[src/rtl/core/fsat_pkg.sv]
// Shared types and codes for the frame sequence acknowledge tracker.
// Used by fsat_step and frame_sequence_ack_tracker; depends on nothing else.
package fsat_pkg;

    // Result status codes.
    localparam logic [3:0] ST_CONTINUE      = 4'd0;
    localparam logic [3:0] ST_DONE          = 4'd1;
    localparam logic [3:0] ST_DUPLICATE     = 4'd2;
    localparam logic [3:0] ST_LOST_NAK      = 4'd3;
    localparam logic [3:0] ST_LOST_QUIET    = 4'd4;
    localparam logic [3:0] ST_TIMEOUT_RETRY = 4'd5;
    localparam logic [3:0] ST_TIMEOUT_ABORT = 4'd6;
    localparam logic [3:0] ST_LOSS_ABORT    = 4'd7;
    localparam logic [3:0] ST_BAD_FRAME     = 4'd8;
    localparam logic [3:0] ST_ZERO_FRAME    = 4'd9;

    // Kinds of command sent back to the transmitter.
    localparam logic [1:0] TX_NONE    = 2'd0;
    localparam logic [1:0] TX_SUCCESS = 2'd1;
    localparam logic [1:0] TX_FAILURE = 2'd2;
    localparam logic [1:0] TX_TIMEOUT = 2'd3;

    // Input command codes.
    localparam logic CMD_FRAME = 1'b0;
    localparam logic CMD_TICK  = 1'b1;

    // Configuration register indexes (word address bits).
    localparam logic [1:0] REG_FRAMES_PER_PACKAGE = 2'd0;
    localparam logic [1:0] REG_TIMEOUT_LIMIT      = 2'd1;
    localparam logic [1:0] REG_LOSS_LIMIT         = 2'd2;

    // Register reset values.
    localparam logic [7:0] FRAMES_PER_PACKAGE_RST = 8'd255;
    localparam logic [1:0] TIMEOUT_LIMIT_RST      = 2'd2;
    localparam logic [1:0] LOSS_LIMIT_RST         = 2'd2;

    typedef struct packed {
        logic [7:0] frames_per_package;
        logic [1:0] timeout_limit;
        logic [1:0] loss_limit;
    } t_config;

    typedef struct packed {
        logic [7:0]  in_order_count;
        logic [7:0]  previous_frame;
        logic [7:0]  current_package;
        logic [7:0]  timed_out_package;
        logic [1:0]  timeout_count;
        logic [1:0]  loss_count;
        logic [7:0]  last_stored_package;
        logic [31:0] accepted_packages;
    } t_state;

    typedef struct packed {
        logic [3:0]  status;
        logic [1:0]  tx_kind;
        logic [7:0]  tx_package;
        logic [7:0]  lost_frames;
        logic        session_end;
        logic [31:0] packages_received;
    } t_result;

endpackage

[src/rtl/core/fsat_step.sv]
// Per-transaction decision logic: next tracker state and result from one header or timeout.
// Depends on fsat_pkg for the state, configuration and result types and codes.
module fsat_step (
    input  logic               i_cmd,
    input  logic [7:0]         i_package_index,
    input  logic [7:0]         i_frame_index,
    input  fsat_pkg::t_config  i_cfg,
    input  fsat_pkg::t_state   i_state,
    output fsat_pkg::t_state   o_state,
    output fsat_pkg::t_result  o_result
);

    always_comb begin
        fsat_pkg::t_state  ns;
        fsat_pkg::t_result res;
        logic [7:0] prev_eff;
        logic [7:0] ioc_eff;
        logic [7:0] ioc_new;

        ns       = i_state;
        res      = '0;
        prev_eff = (i_frame_index == 8'd1) ? 8'd0 : i_state.previous_frame;
        ioc_eff  = (i_frame_index == 8'd1) ? 8'd0 : i_state.in_order_count;
        ioc_new  = ({1'b0, i_frame_index} == ({1'b0, prev_eff} + 9'd1)) ?
                   (ioc_eff + 8'd1) : 8'd0;
        res.status  = fsat_pkg::ST_CONTINUE;
        res.tx_kind = fsat_pkg::TX_NONE;

        if (i_cmd == fsat_pkg::CMD_TICK) begin
            if (i_state.in_order_count != 8'd0) begin
                ns.timed_out_package = i_state.current_package;
            end
            ns.in_order_count = 8'd0;
            ns.previous_frame = 8'd0;
            if (({1'b0, i_state.timeout_count} + 3'd1) >= {1'b0, i_cfg.timeout_limit}) begin
                res.status      = fsat_pkg::ST_TIMEOUT_ABORT;
                res.session_end = 1'b1;
            end else begin
                ns.timeout_count = i_state.timeout_count + 2'd1;
                res.status       = fsat_pkg::ST_TIMEOUT_RETRY;
                res.tx_kind      = fsat_pkg::TX_TIMEOUT;
                res.tx_package   = i_state.current_package;
            end
        end else begin
            ns.current_package = i_package_index;
            if (i_package_index == 8'd0 && i_frame_index == 8'd0) begin
                res.status = fsat_pkg::ST_ZERO_FRAME;
            end else if (i_frame_index == 8'd0 || i_frame_index > i_cfg.frames_per_package) begin
                res.status      = fsat_pkg::ST_BAD_FRAME;
                res.session_end = 1'b1;
            end else begin
                ns.in_order_count = ioc_new;
                ns.previous_frame = i_frame_index;
                if (ioc_new > i_cfg.frames_per_package) begin
                    res.status      = fsat_pkg::ST_BAD_FRAME;
                    res.session_end = 1'b1;
                end else if (i_frame_index == i_cfg.frames_per_package) begin
                    if (ioc_new == i_cfg.frames_per_package) begin
                        if (i_state.last_stored_package == i_package_index) begin
                            res.status = fsat_pkg::ST_DUPLICATE;
                        end else begin
                            ns.accepted_packages   = i_state.accepted_packages + 32'd1;
                            ns.last_stored_package = i_package_index;
                            res.status      = fsat_pkg::ST_DONE;
                            res.tx_kind     = fsat_pkg::TX_SUCCESS;
                            res.tx_package  = i_package_index;
                            res.session_end = 1'b1;
                        end
                    end else begin
                        res.lost_frames = i_cfg.frames_per_package - ioc_new;
                        if (i_state.timed_out_package == i_package_index) begin
                            res.status = fsat_pkg::ST_LOST_QUIET;
                        end else if (({1'b0, i_state.loss_count} + 3'd1) >=
                                     {1'b0, i_cfg.loss_limit}) begin
                            res.status      = fsat_pkg::ST_LOSS_ABORT;
                            res.session_end = 1'b1;
                        end else begin
                            ns.loss_count  = i_state.loss_count + 2'd1;
                            res.status     = fsat_pkg::ST_LOST_NAK;
                            res.tx_kind    = fsat_pkg::TX_FAILURE;
                            res.tx_package = i_package_index;
                        end
                    end
                    ns.in_order_count = 8'd0;
                    ns.previous_frame = 8'd0;
                end
            end
        end

        // A terminal outcome clears the session but keeps the persistent fields.
        if (res.session_end) begin
            ns.in_order_count    = 8'd0;
            ns.previous_frame    = 8'd0;
            ns.current_package   = 8'd0;
            ns.timed_out_package = 8'd0;
            ns.timeout_count     = 2'd0;
            ns.loss_count        = 2'd0;
        end

        res.packages_received = ns.accepted_packages;
        o_state  = ns;
        o_result = res;
    end

endmodule

[src/rtl/core/frame_sequence_ack_tracker.sv]
// Top level of the frame sequence acknowledge tracker: handshakes, registers, APB port.
// Depends on fsat_pkg and instantiates fsat_step.

// The tracker takes one transaction per clock cycle when o_in_ready is high, either a
// frame header or a receive timeout tick, and returns exactly one result transaction
// for each. A transaction is captured in an input register, decided by a single short
// pass of compare logic in fsat_step, and the result lands in an output register that
// drives o_out_valid. The sustained rate is one transaction per cycle while i_out_ready
// stays high; that rate is set by the session state feedback from r_state through
// fsat_step and back. While a result waits on i_out_ready, the input register can still
// take one more transaction; once both registers are full, o_in_ready stays low until
// the waiting result is taken. The three configuration registers sit at byte addresses
// 0, 4 and 8 of the APB port and should only be written while no transaction is in
// flight.
module frame_sequence_ack_tracker (
    input  logic        i_clk,
    input  logic        i_rst_n,
    // Input channel.
    input  logic        i_in_valid,
    output logic        o_in_ready,
    input  logic        i_cmd,
    input  logic [7:0]  i_package_index,
    input  logic [7:0]  i_frame_index,
    // Result channel.
    output logic        o_out_valid,
    input  logic        i_out_ready,
    output logic [3:0]  o_status,
    output logic [1:0]  o_tx_kind,
    output logic [7:0]  o_tx_package,
    output logic [7:0]  o_lost_frames,
    output logic        o_session_end,
    output logic [31:0] o_packages_received,
    // Configuration port.
    input  logic        psel,
    input  logic        penable,
    input  logic        pwrite,
    input  logic [3:0]  paddr,
    input  logic [31:0] pwdata,
    output logic [31:0] prdata,
    output logic        pready
);

    // Configuration registers.
    fsat_pkg::t_config r_cfg;
    logic              w_cfg_write;

    // Input register stage.
    logic       r_in_vld;
    logic       r_cmd;
    logic [7:0] r_package_index;
    logic [7:0] r_frame_index;

    // Tracker state and result register.
    fsat_pkg::t_state  r_state;
    fsat_pkg::t_state  n_state;
    fsat_pkg::t_result n_result;
    fsat_pkg::t_result r_result;
    logic              r_out_vld;

    logic w_in_accept;
    logic w_out_load;

    // The result register can take a new result when it is empty or being drained.
    assign w_out_load  = r_in_vld && (!r_out_vld || i_out_ready);
    assign o_in_ready  = !r_in_vld || w_out_load;
    assign w_in_accept = i_in_valid && o_in_ready;

    // APB: zero wait states; a write lands on the access phase.
    assign pready      = 1'b1;
    assign w_cfg_write = psel && penable && pwrite;

    always_ff @(posedge i_clk) begin
        if (!i_rst_n) begin
            r_cfg.frames_per_package <= fsat_pkg::FRAMES_PER_PACKAGE_RST;
            r_cfg.timeout_limit      <= fsat_pkg::TIMEOUT_LIMIT_RST;
            r_cfg.loss_limit         <= fsat_pkg::LOSS_LIMIT_RST;
        end else if (w_cfg_write) begin
            case (paddr[3:2])
                fsat_pkg::REG_FRAMES_PER_PACKAGE: r_cfg.frames_per_package <= pwdata[7:0];
                fsat_pkg::REG_TIMEOUT_LIMIT:      r_cfg.timeout_limit      <= pwdata[1:0];
                fsat_pkg::REG_LOSS_LIMIT:         r_cfg.loss_limit         <= pwdata[1:0];
                default: begin
                end
            endcase
        end
    end

    always_comb begin
        case (paddr[3:2])
            fsat_pkg::REG_FRAMES_PER_PACKAGE: prdata = {24'd0, r_cfg.frames_per_package};
            fsat_pkg::REG_TIMEOUT_LIMIT:      prdata = {30'd0, r_cfg.timeout_limit};
            fsat_pkg::REG_LOSS_LIMIT:         prdata = {30'd0, r_cfg.loss_limit};
            default:                          prdata = 32'd0;
        endcase
    end

    // Input register: the valid bit is control, the payload needs no reset.
    always_ff @(posedge i_clk) begin
        if (!i_rst_n) begin
            r_in_vld <= 1'b0;
        end else if (o_in_ready) begin
            r_in_vld <= i_in_valid;
        end
    end

    always_ff @(posedge i_clk) begin
        if (w_in_accept) begin
            r_cmd           <= i_cmd;
            r_package_index <= i_package_index;
            r_frame_index   <= i_frame_index;
        end
    end

    fsat_step u_step (
        .i_cmd           (r_cmd),
        .i_package_index (r_package_index),
        .i_frame_index   (r_frame_index),
        .i_cfg           (r_cfg),
        .i_state         (r_state),
        .o_state         (n_state),
        .o_result        (n_result)
    );

    // The tracker state advances exactly when a transaction moves into the result register.
    always_ff @(posedge i_clk) begin
        if (!i_rst_n) begin
            r_state   <= '0;
            r_out_vld <= 1'b0;
        end else begin
            if (w_out_load) begin
                r_state <= n_state;
            end
            if (w_out_load) begin
                r_out_vld <= 1'b1;
            end else if (i_out_ready) begin
                r_out_vld <= 1'b0;
            end
        end
    end

    always_ff @(posedge i_clk) begin
        if (w_out_load) begin
            r_result <= n_result;
        end
    end

    assign o_out_valid         = r_out_vld;
    assign o_status            = r_result.status;
    assign o_tx_kind           = r_result.tx_kind;
    assign o_tx_package        = r_result.tx_package;
    assign o_lost_frames       = r_result.lost_frames;
    assign o_session_end       = r_result.session_end;
    assign o_packages_received = r_result.packages_received;

    // A session end is reported only with a terminal status.
    assert property (@(posedge i_clk) disable iff (!i_rst_n)
        (o_out_valid && o_session_end) |->
            (o_status == fsat_pkg::ST_DONE || o_status == fsat_pkg::ST_TIMEOUT_ABORT ||
             o_status == fsat_pkg::ST_LOSS_ABORT || o_status == fsat_pkg::ST_BAD_FRAME))
        else $error("session end with a non-terminal status");

    // After a terminal outcome is loaded, the session state is clear.
    assert property (@(posedge i_clk) disable iff (!i_rst_n)
        (w_out_load && n_result.session_end) |=>
            (r_state.in_order_count == 8'd0 && r_state.timeout_count == 2'd0 &&
             r_state.loss_count == 2'd0 && r_state.timed_out_package == 8'd0))
        else $error("session state not cleared after session end");

    // The package count only moves when a transaction is processed.
    assert property (@(posedge i_clk) disable iff (!i_rst_n)
        ($past(i_rst_n) && !$past(w_out_load)) |-> $stable(r_state.accepted_packages))
        else $error("package count changed without a transaction");

    // A result that sends nothing carries no package number.
    assert property (@(posedge i_clk) disable iff (!i_rst_n)
        (o_out_valid && o_tx_kind == fsat_pkg::TX_NONE) |-> (o_tx_package == 8'd0))
        else $error("package number present without a command");

endmodule
[config.mk]
export PLATFORM = sky130hd
export DESIGN_NAME = frame_sequence_ack_tracker
export DESIGN_NICKNAME = d
export VERILOG_FILES = /design/src/rtl/core/fsat_pkg.sv /design/src/rtl/core/fsat_step.sv /design/src/rtl/core/frame_sequence_ack_tracker.sv
export SDC_FILE = /design/constraint.sdc
export NUM_CORES = 1
export LEC_CHECK = 0
export BUFFER_PORTS_ARGS = -buffer_cell sky130_fd_sc_hd__clkbuf_2
export CORE_MARGIN = 5
export CORE_UTILIZATION = 50
export DETAILED_ROUTE_END_ITERATION = 6
export PLACE_DENSITY = 0.73
export SYNTH_ARGS = -nofsm -noshare
export SYNTH_HDL_FRONTEND = slang
export SYNTH_SLANG_ARGS = --single-unit
[constraint.sdc]
create_clock -name i_clk -period 5.92 [get_ports i_clk]
set_input_delay 0.296 -clock i_clk [delete_from_list [all_inputs] [get_ports i_clk]]
set_output_delay 0.296 -clock i_clk [all_outputs]
set_load 0.05 [all_outputs]
# After elaboration in Yosys (flattened, before gate mapping)

Cells that the tools add are included.

Bitwise logic cells: 6
Order comparisons: 4
Reductions and logical operators: 28
Muxes and demuxes: 52
Equality and inequality tests: 18
Add/subtract/negate cells: 8

Operator list:

| cell                                                            | count |
|---|---|
| 42-bit 2-to-1 mux                                               | 5 |
| 16-bit 2-to-1 mux                                               | 5 |
| 40-bit 2-to-1 mux                                               | 2 |
| 8-bit 2-to-1 mux                                                | 6 |
| 10-bit 2-to-1 mux                                               | 4 |
| 18-bit 2-to-1 mux                                               | 2 |
| 36-bit 2-to-1 mux                                               | 1 |
| 32-bit by 1-bit adder with 32-bit output, second input constant | 1 |
| 8-bit == test                                                   | 4 |
| 14-bit 2-to-1 mux                                               | 2 |
| 8-bit case mux with 3 select lines                              | 1 |
| 23-bit 2-to-1 mux                                               | 1 |
| 19-bit 2-to-1 mux                                               | 1 |
| 8-bit > comparator                                              | 2 |
| 8-bit logical NOT                                               | 2 |
| 4-bit 2-to-1 mux                                                | 4 |
| 2-bit != test, second input constant                            | 7 |
| 2-bit 2-to-1 mux                                                | 6 |
| 1-bit 2-to-1 mux                                                | 10 |
| 8-bit by 1-bit adder with 9-bit output, second input constant   | 1 |
| 8-bit by 9-bit == test with 1-bit output                        | 1 |
| 9-bit 2-to-1 mux                                                | 1 |
| 3-bit AND reduction                                             | 3 |
| 9-bit AND reduction                                             | 1 |
| other kinds (21)                                                | 43 |

Bits in registers: 162
Output and inout port bits: 90
Logic and storage cells: 138

# Depth between registers and ports, before layout

Depth after elaboration: 14
Depth in mapped cells: 23
Gate-level depth less buffers: 21

# By module

Synthesis repeated with hierarchy kept, for this count alone.

Cell total of the unflattened synthesis: 1024
Area total of the unflattened synthesis: 9280.2 µm²

By module, submodules not included:

| module                     | instances | cells each | area an instance (µm²) |
|---|---|---|---|
| frame_sequence_ack_tracker | 1         | 522        | 5914.4 |
| fsat_step                  | 1         | 502        | 3365.7 |

# Worst setup path before layout

OpenSTA, ideal clock, no wires.

Kind: flip-flop to flip-flop
Start: reg r_frame_index[4]
End: reg r_state[40] in the netlist's numbering
Stages on the path, launching flop included: 21
Clock period less this slack: 5.687 ns
Data arrival time: 5.566 ns
Path buffers: 1
Path slack: 0.233 ns
Cell sequence: edfxtp_1 > or4_4 > nor4_1 > nand2_1 > and2_1 > ha_1 > clkbuf_1 > a21o_1 > a222oi_1 > o2111ai_1 > or2_2 > nor3_2 > o21ai_0 > ha_1 > nand3_2 > a211o_1 > a311oi_2 > a21boi_1 > or4_1 > and4b_1 > mux2_2

Longest elaborated chain between the ends: 14

Ends and longest elaborated chain:

| item                                                                            | RTL line                          | text |
|---|---|---|
| start, declared                                                                 | frame_sequence_ack_tracker.sv:51  | `logic [7:0] r_frame_index;` |
| start signal, assigned                                                          | frame_sequence_ack_tracker.sv:110 | `r_frame_index <= i_frame_index;` |
| branches (longest 14 deep; another with 8-bit by 1-bit adder with 9-bit output) | --                                |  |
| end signal, assigned                                                            | frame_sequence_ack_tracker.sv:131 | `r_state <= n_state;` |
| end, declared                                                                   | frame_sequence_ack_tracker.sv:54  | `fsat_pkg::t_state r_state;` |

Parallel ways; which one is timed is not known.
A chain may end at the register's enable or synchronous reset.

# Final worst setup path

Start: reg r_frame_index[6]
End: reg r_state[8] in the netlist's numbering

Longest elaborated chain between the ends: 12

Ends and longest elaborated chain:

| item                                                                            | RTL line        | text |
|---|---|---|
| branches (longest 10 deep; another with 8-bit by 1-bit adder with 9-bit output) | --              |  |
| 42-bit 2-to-1 mux (*)                                                           | fsat_step.sv:46 | `if (i_package_index == 8'd0 && i_frame_index == 8'd0) begin` |
| 42-bit 2-to-1 mux (*)                                                           | fsat_step.sv:29 | `if (i_cmd == fsat_pkg::CMD_TICK) begin` |

Every way passes the cells marked *. The select of a mux whose other input is x is not followed.

==> implementation parameters <==
Parameter                              Value

Timing
  Final setup TNS ... 0 ps
  Final number of hold-violating endpoints ... 0
  Fin crit share ... 0.948
  Final setup violation count ... 0
  Worst Slack Setup Final ... between 300 and 400 ps
  Worst slew pin tran ... around 960 ps
  Final number of max-transition violations ... 0
  Top achievable clock speed ... about 0.18 GHz
  Max-Slew Margin vs Limit ... 0.356
  Post-layout min period ... 5610 ps
  Clock Skews ... ~12 ps

Floorplanning
  Die boundary width ... between 100 and 150 µm
  Total Die Area ... 19,200 µm²
  Row count ... 47
  Initial core utilization ... 0.504
  Core ar. ... 16,400 µm²
  Top Ports ... 150
  Die height ... 139 µm

Yosys
  Post-synthesis share of cell area spent on and, or, nand and nor gates ... 0.211
  Count of synthesis-stage warnings from yosys ... 0
  Adder-Cell Fraction of Synth Area ... 0.0421
  Top cells by area, synth ... edfxtp_1, dfxtp_1, nand2_1
  Mux contribution to synthesized area ... 0.00863
  Xor and xnor fraction of the mapped netlist area ... 0.0880
  Netlist area before placement ... ~8300 µm²
  Prevailing post-synth register cell ... dfxtp_1
  Share of synthesized area occupied by flip-flops and latches ... 0.480
  Number of enable flip-flop cells after synthesis ... 72
  Number of instances in the synthesized netlist ... between 800 and 900
  Seq cells post-synth ... roughly 160
  Average instance area after synthesis ... between 9 and 10 µm²
  Area fraction of the dominant cell type after synthesis ... 0.262
  Area fraction in compound gates after synthesis ... 0.120
  Async set or reset register ratio after synthesis ... 0
  Dominant combinational cell family by area after synthesis ... simple AND/OR/NAND/NOR gates
  Cell taking the most area after synthesis ... edfxtp_1
  Distinct cell type count of the synthesized netlist ... 67

Worst setup path
  Worst r2r src ... r_frame_index[6]$_DFFE_PP_
  CP Cell Sequence ... or4_4 > nor4_2 > nand2_1 > and2_1 > ha_1 > xnor2_1 > o221ai_1 > a31oi_1 > nand4_1 > a21oi_1 > buf_4 > and2_1 > ha_1 > fa_1 > nand2b_1 > a211o_1 > a311o_4 > or4_4 > buf_12 > or3_1 > a21boi_1
  Worst setup EP type ... register
  Register-to-Register Path Depth ... 21
  Category of the critical setup timing path ... register to register
  Setup slack of the worst register-to-register path ... ~300 ps
  Cell with the largest stage delay on the worst path ... or4_4
  Crit Path Max Fanout ... 9
  Category of the worst setup path launch point ... register
  Arr. time, crit path ... 5960 ps
  Crit path largest cell delay ... between 600 and 700 ps
  WP data required ... between 6000 and 7000 ps
  Reg2Reg Capture Point ... r_state[8]$_SDFFE_PN0P_

Cells and area
  Fraction of final layout cells sized beyond drive strength 1 ... 0.186
  Most frequent standard cell in the layout excluding fill and tap cells ... nand2_1
  Ant. Diodes ... 0
  Filler-free cell count of the finished design ... 1,167
  Fill cells ... about 1,400
  Synth-to-Final Area Change ... 16.2%
  Most used cells in the layout excluding fill and tap cells ... nand2_1, clkbuf_2, dfxtp_1
  Final Instance Area ... between 9000 and 10,000 µm²
  Net count reported at finish ... approximately 1,000

Detailed routing
  Residual DRC count ... 0
  Number of antenna-violating nets in the routed design ... 0
  Met2 wire length ... ~8000 µm
  Vias per cell ... 5.29
  Met3 routed wirelength ... around 900 µm
  Total via count in the routed design ... about 6,200
  Initial DRC Count ... roughly 460
  1st-pass router iterations ... 5
  Detailed-route wire length ... between 15,000 and 20,000 µm
  Final routed wire length divided by cell count ... ~15 µm
  Routed length on met1 ... a little under 8000 µm
  Highest routing layer actually used ... met4

Global routing
  Vias in the first global route ... ~5,800
  Wire length of the first global-routing pass ... roughly 29,000 µm
  Global Route Usage Sum ... 0.182
  Largest net degree at the start of global routing ... 80
  Grt ovf ... 0
  Initial antenna violation count ... 0

Clock network
  CTS H-tree depth ... 4
  Hold-fix buffer count after cts ... 0
  Max Buffers Root-to-Sink ... 2
  Clock tree from TritonCTS ... done
  Num CTS Buffers ... 17
  Worst-path clk slew ... approximately 70 ps
  TritonCTS Sinks ... about 160
  Cell at the root of the clock tree ... clkbuf_16
  Clock latency of the later-clocked register in the worst-skew pair ... about 430 ps

Place
  Dpl hpwl ... 12,300 µm
  RD Place Congestion ... roughly 0.84
  Placed Cells incl. Taps ... 1,134
  Worst slack at placement ... 232 ps
  Number of port buffers ... 98
  Instance area after placement ... ~9000 µm²

Hold path
  Min-delay src ... i_package_index[7]
  Cell depth of the worst min-delay path ... 1
  Worst min-delay path endpoint ... r_package_index[7]$_DFFE_PP_
  Hold crit path type ... primary input to register

Pwr
  Worst VDD drop ... between 0.2 and 0.25 mV
  Total leakage power ... between 3 and 4 nW
  Pwr Total ... about 2.6 mW
  Power per standard cell area ... ~270 nW/µm²

Status
  Run status ... completed

Flow run
  Max-Cap Viols ... 0
[what timing repair did]
item | 4_1_cts | 5_1_grt
resized for setup | 0 | 4
endpoints found under the setup margin | 0 | 47
hold endpoints to repair | 0 | 0
setup buffers | 0 | 1
[critical path, delay by kind of cell, from the launching register on]
kind,cells,cell delay (ps)
AND/OR/NAND/NOR,9,2520
adder cells (fa/ha/maj),3,890
buffers and inverters,2,330
XOR/XNOR,1,160
flip-flops,1,390
AO/OA/AOI/OAI,6,1220
[report_power, final]
group          total, mW  leakage (nW)  switching (mW)  internal, mW
sequential          1.23          1.39          0.0246          1.20
clock               1.08         0.272           0.441         0.637
combinational      0.250          2.13           0.190        0.0601
[cell usage after synthesis, drive strengths merged, types with 2 or more instances]
| cell type | n |
|---|---|
| or3 | 10 |
| a22oi | 8 |
| nor2b | 30 |
| a21o | 5 |
| nor3 | 18 |
| a32oi | 3 |
| a21oi | 14 |
| nand2b | 7 |
| and2 | 29 |
| buf | 31 |
| nor2 | 53 |
| xnor2 | 41 |
| nand4 | 14 |
| mux2i | 6 |
| nand2 | 100 |
| nor3b | 4 |
| conb | 2 |
| o31a | 2 |
| fa | 3 |
| a22o | 25 |
| a31oi | 2 |
| o21ai | 27 |
| o31ai | 2 |
| ha | 23 |
| xor2 | 42 |
| o22ai | 2 |
| and4 | 5 |
| a21boi | 21 |
| or4 | 6 |
| o211ai | 10 |
| dfxtp | 90 |
| nor4 | 11 |
| edfxtp | 72 |
| or2 | 4 |
| o2111ai | 5 |
| and3 | 7 |
| nand3 | 31 |
| inv | 21 |
| clkbuf | 28 |
[state kept, by name, indices dropped and copies added (netlist names)]
name,flops
r_state,76
o_packages_received,32
r_cfg,12
o_lost_frames,8
o_tx_package,8
r_frame_index,8
r_package_index,8
o_status,4
o_tx_kind,2
o_out_valid,1
o_session_end,1
r_cmd,1
r_in_vld,1
[kinds of logic after synthesis]
| family | count (synthesis) |
|---|---|
| compound gates | 136 |
| xor+xnor | 83 |
| fa+ha+maj | 26 |
| buf+inv | 80 |
| flops | 162 |
| mux | 7 |
| other cells | 2 |
| simple gates | 331 |
[metrics by stage]
step	hold slack, ps	utilization
3_5_place_dp	469	0.548
5_1_grt	23.6	0.586
6_report	39.2	0.586
2_1_floorplan	395	-
4_1_cts	22.6	0.583
3_3_place_gp	457	0.548
[per-layer routing]
layer / vias up / track usage
li1: 3106 / -
met1: 2884 / 0.237
met2: 159 / 0.299
met3: 22 / 0.0452
met4: 0 / 0.0582
met5: - / 0
[cell type report]
cell class / instances / area (µm²) / area share
flip-flops and latches: 162 / 3960 / 0.413
multi-input cells: 608 / 4010 / 0.417
repair buffers: 124 / 698 / 0.0727
clock inverters: 10 / 126 / 0.0132
inverters: 21 / 78.8 / 0.00821
clock buffers: 22 / 454 / 0.0473
well taps: 220 / 275 / 0.0287
[worst max path at each step]
| stage | to | startpoint | slack, ps | depth (start not counted) |
|---|---|---|---|---|
| 6_report | r_state[8]$_SDFFE_PN0P_ | r_frame_index[6]$_DFFE_PP_ | 310 | 21 |
| 5_1_grt | r_state[8]$_SDFFE_PN0P_ | r_frame_index[6]$_DFFE_PP_ | -10 | 21 |
| 4_1_cts | r_state[40]$_SDFFE_PN0P_ | r_frame_index[6]$_DFFE_PP_ | 220 | 19 |
| 3_5_place_dp | r_state[40]$_SDFFE_PN0P_ | r_frame_index[4]$_DFFE_PP_ | 230 | 19 |
| 3_3_place_gp | r_state[40]$_SDFFE_PN0P_ | r_frame_index[6]$_DFFE_PP_ | 300 | 19 |
| 2_1_floorplan | r_state[40]$_SDFFE_PN0P_ | r_frame_index[4]$_DFFE_PP_ | 230 | 20 |
Power figures use the tool's default switching activity.
